===== config.mk =====
export PLATFORM = sky130hd
export DESIGN_NAME = s2sd_isqrt
export DESIGN_NICKNAME = d
export VERILOG_FILES = /design/src/design/s2sd_pkg.sv /design/src/design/s2sd_isqrt.sv
export SDC_FILE = /design/constraint.sdc
export NUM_CORES = 2
export LEC_CHECK = 0
export BUFFER_PORTS_ARGS = -buffer_cell sky130_fd_sc_hd__buf_2
export CAP_MARGIN = 20
export CORE_UTILIZATION = 30
export DETAILED_ROUTE_END_ITERATION = 16
export GPL_ROUTABILITY_DRIVEN = 0
export PLACE_DENSITY = 0.53
export SYNTH_ARGS = -nofsm -noshare
export SYNTH_HDL_FRONTEND = slang
export SYNTH_MEMORY_MAX_BITS = 65536
export SYNTH_SLANG_ARGS = --single-unit

===== constraint.sdc =====
create_clock -name clk_i -period 3.55 [get_ports clk_i]
set_input_delay 0.1775 -clock clk_i [delete_from_list [all_inputs] [get_ports clk_i]]
set_output_delay 0.1775 -clock clk_i [all_outputs]
set_load 0.05 [all_outputs]

===== src/design/s2sd_pkg.sv =====
// ----------------------------------------------------------------------------
// s2sd_pkg
// types, widths and arithmetic helpers of the segment distance unit
// ----------------------------------------------------------------------------
`timescale 1ns / 1ps
`default_nettype none

package s2sd_pkg;

  localparam int COORD_BITS    = 16;
  localparam int FRAC_BITS_DEF = 16;
  localparam int DIST_BITS     = 33;
  localparam int DIFF_BITS     = COORD_BITS + 1;
  // signed cross and dot products
  localparam int PROD_BITS     = 2 * COORD_BITS + 4;
  // squared lengths and cross magnitudes
  localparam int SQ_BITS       = 2 * COORD_BITS + 3;

  typedef struct packed {
    logic signed [COORD_BITS-1:0] seg1_x0;
    logic signed [COORD_BITS-1:0] seg1_y0;
    logic signed [COORD_BITS-1:0] seg1_x1;
    logic signed [COORD_BITS-1:0] seg1_y1;
    logic signed [COORD_BITS-1:0] seg2_x0;
    logic signed [COORD_BITS-1:0] seg2_y0;
    logic signed [COORD_BITS-1:0] seg2_x1;
    logic signed [COORD_BITS-1:0] seg2_y1;
  } s2sd_in_t;

  typedef struct packed {
    logic [DIST_BITS-1:0] distance_fixed;
    logic                 segments_touch;
  } s2sd_out_t;

  typedef struct packed {
    logic valid;
    logic touch;
  } s2sd_ctl_t;

  function automatic logic signed [DIFF_BITS-1:0] diff(
    input logic signed [COORD_BITS-1:0] p,
    input logic signed [COORD_BITS-1:0] q
  );
    return DIFF_BITS'(p) - DIFF_BITS'(q);
  endfunction

  function automatic logic signed [PROD_BITS-1:0] cross2(
    input logic signed [DIFF_BITS-1:0] ux,
    input logic signed [DIFF_BITS-1:0] uy,
    input logic signed [DIFF_BITS-1:0] vx,
    input logic signed [DIFF_BITS-1:0] vy
  );
    return PROD_BITS'(ux) * PROD_BITS'(vy) - PROD_BITS'(uy) * PROD_BITS'(vx);
  endfunction

  function automatic logic signed [PROD_BITS-1:0] dot2(
    input logic signed [DIFF_BITS-1:0] ux,
    input logic signed [DIFF_BITS-1:0] uy,
    input logic signed [DIFF_BITS-1:0] vx,
    input logic signed [DIFF_BITS-1:0] vy
  );
    return PROD_BITS'(ux) * PROD_BITS'(vx) + PROD_BITS'(uy) * PROD_BITS'(vy);
  endfunction

  function automatic logic [SQ_BITS-1:0] sqsum(
    input logic signed [DIFF_BITS-1:0] dx,
    input logic signed [DIFF_BITS-1:0] dy
  );
    logic signed [PROD_BITS-1:0] s;
    s = dot2(dx, dy, dx, dy);
    return s[SQ_BITS-1:0];
  endfunction

  function automatic logic [SQ_BITS-1:0] mag(input logic signed [PROD_BITS-1:0] v);
    logic signed [PROD_BITS-1:0] n;
    n = -v;
    return v[PROD_BITS-1] ? n[SQ_BITS-1:0] : v[SQ_BITS-1:0];
  endfunction

  function automatic logic in_span(
    input logic signed [COORD_BITS-1:0] p,
    input logic signed [COORD_BITS-1:0] e0,
    input logic signed [COORD_BITS-1:0] e1
  );
    return (p >= e0 && p <= e1) || (p >= e1 && p <= e0);
  endfunction

endpackage

`default_nettype wire


===== src/design/s2sd_isqrt.sv =====
// ----------------------------------------------------------------------------
// s2sd_isqrt
// pipelined integer square root, one root bit per stage
// ----------------------------------------------------------------------------
`timescale 1ns / 1ps
`default_nettype none

module s2sd_isqrt #(
  parameter int RW = 34
) (
  input  logic                 clk_i,
  input  logic                 rst_ni,
  input  logic                 en_i,
  input  logic [2*RW-1:0]      rad_i,
  input  s2sd_pkg::s2sd_ctl_t  ctl_i,
  output logic [RW-1:0]        root_o,
  output s2sd_pkg::s2sd_ctl_t  ctl_o
);

  import s2sd_pkg::*;

  logic [RW+2:0]   rem_q  [RW-1];
  logic [2*RW-1:0] rad_q  [RW-1];
  logic [RW-1:0]   root_q [RW];
  s2sd_ctl_t       ctl_q  [RW];

  for (genvar k = 0; k < RW; k++) begin : g_step
    logic [RW+2:0]   rem_in;
    logic [2*RW-1:0] rad_in;
    logic [RW-1:0]   root_in;
    s2sd_ctl_t       ctl_in;
    logic [RW+2:0]   sh;
    logic [RW+2:0]   trial;
    logic            ge;
    logic [RW+2:0]   rem_d;
    logic [RW-1:0]   root_d;

    if (k == 0) begin : g_first
      assign rem_in  = '0;
      assign rad_in  = rad_i;
      assign root_in = '0;
      assign ctl_in  = ctl_i;
    end else begin : g_next
      assign rem_in  = rem_q[k-1];
      assign rad_in  = rad_q[k-1];
      assign root_in = root_q[k-1];
      assign ctl_in  = ctl_q[k-1];
    end

    // bring down two radicand bits, try root*4+1
    assign sh     = {rem_in[RW:0], rad_in[2*RW-1:2*RW-2]};
    assign trial  = (RW+3)'({root_in, 2'b01});
    assign ge     = sh >= trial;
    assign rem_d  = ge ? sh - trial : sh;
    assign root_d = {root_in[RW-2:0], ge};

    always_ff @(posedge clk_i or negedge rst_ni) begin
      if (!rst_ni) begin
        ctl_q[k] <= '0;
      end else if (en_i) begin
        ctl_q[k] <= ctl_in;
      end
    end

    always_ff @(posedge clk_i) begin
      if (en_i) begin
        root_q[k] <= root_d;
      end
    end

    if (k < RW - 1) begin : g_carry
      always_ff @(posedge clk_i) begin
        if (en_i) begin
          rem_q[k] <= rem_d;
          rad_q[k] <= rad_in << 2;
        end
      end
    end
  end

  assign root_o = root_q[RW-1];
  assign ctl_o  = ctl_q[RW-1];

endmodule

`default_nettype wire


# Yosys cells after proc, flatten, opt, wreduce, memory -nomap -nowiden
# Memory sizes are Yosys's and may differ from the RTL's.
# Cells that the tools add are included.
# W data, S select, Z words.
dict set report classes {
  addsub 33
  multipliers 0
  n_div 0
  n_lt_le_gt_ge 34
  n_eq_ne 0
  shift 0
  muxes 35
  bitwise_logic 0
  reduce_logical 0
}
# cell n
set op_table {}
lappend op_table {{$ge A37 B36 Y1} 33}
lappend op_table {{$mux W37} 33}
lappend op_table {{$sub A37 B36 Y37} 32}
lappend op_table {{$sub A2 B1 Y3 const B} 1}
lappend op_table {{$ge A2 B1 Y1 const B} 1}
lappend op_table {{$mux W1} 2}
dict set report totals {
  regBits 68
  latchBits 0
  mem_bits_rw 4555
  romBits 0
  output_inout_bits 36
  n_memories 3
}
# memory words width rd rd_ports_with_merged_regs wr line_no
set mem_list {}
lappend mem_list {rad_q 33 66 33 0 33 s2sd_isqrt.sv:23} ;# logic [2*RW-1:0] rad_q [RW-1];
lappend mem_list {rem_q 33 37 33 0 33 s2sd_isqrt.sv:22} ;# logic [RW+2:0] rem_q [RW-1];
lappend mem_list {root_q 34 34 34 0 34 s2sd_isqrt.sv:24} ;# logic [RW-1:0] root_q [RW];

# Depth between registers and ports, before layout
# An unclocked memory read counts as a cell.
dict set report depth {
  word_depth 3
  ltp_mapped 15
  mapped_depth_nobuf 13
}

# Worst setup path before layout
# No wires, ideal clock.
dict set report synth_timing {
  path_type {register to register}
  startpoint {memory rem_q[14][20] (netlist name)}
  endpoint {memory rem_q[15][26] (netlist name) (data pin)}
  t_arrival_ps 3406
  required_ps 3284
  slack_ps -121
  stages_incl_launch_ff 12
  n_path_buf 1
  cell_sequence {edfxtp_1 > or4_4 > or3_1 > or3_1 > or2_1 > or3_1 > or4_4 > nor3_4 > or4_1 > buf_2 > nor3_1 > xor2_1}
}
# element line_no
set synth_lines {}
lappend synth_lines {{from (decl)} s2sd_isqrt.sv:22}

==> qor.txt <==
outcome - complete, but fails checks
failing checks - negative setup slack
commonest non-fill, non-tap cell in the layout - edfxtp_1
CTS buffer count - 338
switching power - 29300 uW
NumNets Final - 11892
GRT Resource Usage Total - 12.2%
leakage - 0.0603 uW
# fillers - 42876
HP Class - input port to flip-flop
Via Count - 79574
peak supply drop - 0.388 mV
clock sink count - 2887
Syn Inst Count - 10298
Die Y - 669 um
clk_skew - 0.0670 ns
vias in the first global route - 79615
CP Class - flip-flop to flip-flop
DP Wirelength - 200000 um
row cnt - 244
Port Buf Inserts - 108
Top Ports - 109
Inst Count DP - 16589
H-tree Lvls - 5
global-route wire length before repair - 439000 um
R2R depth - 12
core area - 0.442 sq mm
Antenna Violating Nets Remaining - 0
final worst-path cycle share - 103%
Clock Tree Buf Depth - 4
Worst EP arrival - 4.35 ns
R2R setup slack - -0.12 ns
number of enable flip-flop cells after synthesis - 2819
Power Dens Cells - 649 mW/mm^2
final worst slack - -0.119 ns
startpoint types - flip-flop
design area - 0.158 sq mm
Synth cell types - 87
GR Overflow Total - 0
vias per cell - 4.58
CP max FO - 7
Post-Layout Cell Count - 17376
CP endpoint kind - flip-flop
Max Clk Rate - 273 MHz
hold wc startpoint - rad_i[67]
Mean Syn Cell Area - 13.0 sq um
CTS tree - built
worst-margin pin slew - 0.975 ns
setup tns final - -0.653 ns
Clock power frac - 33.5%
most frequent cells in the layout - 2819 x edfxtp_1, 783 x nand2_1, 781 x inv_1
Initial DRT Pass Iterations - 5
Worst Hold End - rem_q[0][0]
share of cells above drive strength 1 - 12.6%
Yosys Warn Count - 0
Clock Latency Late Sink - 0.94 ns
Flop pwr share - 45.0%
Comb power frac - 21.4%
Die Width - 669 um
1st-iter DRT viols - 5207
final setup fails - 10
DR DRC count - 0
Critical Path RT - 4.23 ns
Sw Ratio - 28.6%
clock root cell - clkbuf_16
reg-to-reg critical path startpoint - rem_q[14][22]
final worst path period need - 3.67 ns
die area - 0.448 sq mm
register clock-pin slew on the reported worst setup and hold paths - 0.05 ns
Post-Syn Area - 0.133 sq mm
Initial Util - 30.2%
Pint - 73400 uW
DP Area - 0.145 sq mm
r2r endpoint - rem_q[15][27]
Synth async-reset ratio - 2.36%
Final Hold Viols - 0
#FFs+latches synth - 2887
initial antenna violation count - 2
post-synthesis sequential area ratio - 64.7%
largest net degree at the start of global routing - 144
Slew Limit Fails - 0
hold depth - 3
WL final - 279000 um
Worst slew margin - 34.4%
wire per inst - 16.1 um
RSZ-0062 raised after global routing - true
Synth Flop Type - edfxtp_1
Layout area overhead - 18.6%
Mapped Nets - 11002
max cap viols - 0
power by group through the flow:
stage | logic [uW] | clock network [uW] | registers, uW
6_report | 22000 | 34500 | 46300
3_5_place_dp | 21500 | 0 | 47000
3_3_place_gp | 21400 | 0 | 47000
4_1_cts | 21800 | 35900 | 46400
5_1_grt | 24600 | 37100 | 46800
2_1_floorplan | 15300 | 0 | 45700
final cells by class:
type	instances	area, sq um	area share, %
Sequential cell	2887	86400	54.5
Clock inverter	215	2210	1.40
Clock buffer	408	8880	5.61
Multi-Input combinational cell	6415	44100	27.9
Antenna cell	1	2.50	0.00158
Timing Repair Buffer	760	6430	4.06
Inverter	786	2950	1.87
Tap cell	5904	7390	4.67
sequential cells by signal (all words and copies together) (netlist names):
signal,count
ctl_o,2
ctl_q,66
rad_q,1122
rem_q,1102
root_q,595
kinds of logic (layout without fill, tap and decap cells):
group	after synthesis	after routing	share of synthesized area [%]
adders and majority gates	631	631	5.92
DFF	2887	2887	64.7
muxes	143	143	1.20
AOI/OAI and AO/OA	2066	2066	9.62
other	1	2	0.00281
xor gates and xnor gates	932	932	6.12
buffers and inverters	996	2169	2.81
and+or+nand+nor	2642	2642	9.64
repair_timing:
action | 4_1_cts | 5_1_grt
pin swaps | 3 | 25
hold endpoints to repair | 451 | 0
cloned | 0 | 2
setup buffers | 1 | 15
setup endpoints to repair | 59 | 386
resized for setup | 18 | 124
hold buffers | 145 | 0
cell usage after synthesis, types with 13 or more instances:
master,n,area (sq um)
buf_1,15,56.3
a21o_1,302,2270
and2_1,32,200
o21bai_1,53,398
a31o_2,16,140
and4_1,16,140
o211ai_1,35,263
a21boi_0,23,173
nand2_1,784,2940
clkbuf_1,188,706
o31ai_1,80,601
edfxtp_1,2819,84700
ha_1,631,7900
nor2b_1,99,619
a2111oi_0,13,114
o21a_1,131,983
inv_1,783,2940
or3_1,92,576
mux2_2,134,1510
nor3_1,255,1280
a41oi_1,14,123
a31oi_1,55,344
dfrtp_1,68,1700
nand3_1,156,781
a21oi_1,569,2850
nor4_1,144,901
nand3b_1,26,195
xnor2_1,455,3990
xor2_1,477,4180
nor2_1,604,2270
nor3b_1,21,158
o21ai_0,583,2920
nand2b_1,109,682
or4_1,51,383
a211o_1,24,210
or2_2,44,275
nand4_1,107,669
a211oi_1,35,263
and3_1,53,332
metal layers:
metal,global-route usage [%],vias up,routed length (um)
met5,0,-,0
met4,3.92,0,8960
met3,1.94,480,10600
met2,21.8,1248,139000
met1,15.0,38000,120000
li1,-,39846,-
per-stage QoR:
step / hold slack, ns / utilization (%) / worst slack, ns / total power, uW
after floorplan: -0.118 / - / -0.0109 / 61000
after global placement: 0.260 / 32.8 / -0.720 / 68500
after detailed placement: 0.259 / 32.8 / -0.662 / 68600
after CTS: 0.000403 / 35.6 / -0.0961 / 104000
after global routing: 0.0668 / 35.8 / -0.213 / 109000
final: 0.101 / 35.8 / -0.119 / 103000
worst max path at each step:
stage / start / end / slack [ns] / cells past startpoint
4_1_cts: rem_q[14][22] / rem_q[15][9] / -0.1 / 11
2_1_floorplan: rem_q[14][20] / rem_q[15][23] / -0.01 / 11
3_3_place_gp: rem_q[11][11] / rem_q[12][24] / -0.72 / 11
3_5_place_dp: rem_q[11][11] / rem_q[12][24] / -0.66 / 11
5_1_grt: rem_q[14][22] / rem_q[15][27] / -0.21 / 12
6_report: rem_q[14][22] / rem_q[15][27] / -0.12 / 12
critical path, cell delays in order, from the launching register on:
cell and delay [ns]:
edfxtp_1 0.39, or4_4 0.55, or3_4 0.34, or3_4 0.33, or2_4 0.24, or3_4 0.34
or4_4 0.45, nor3_4 0.18, buf_6 0.14, inv_4 0.04, o41ai_4 0.11, nor3_2 0.12
xor2_1 0.19
Note: power is estimated with default switching activity, not from simulation.
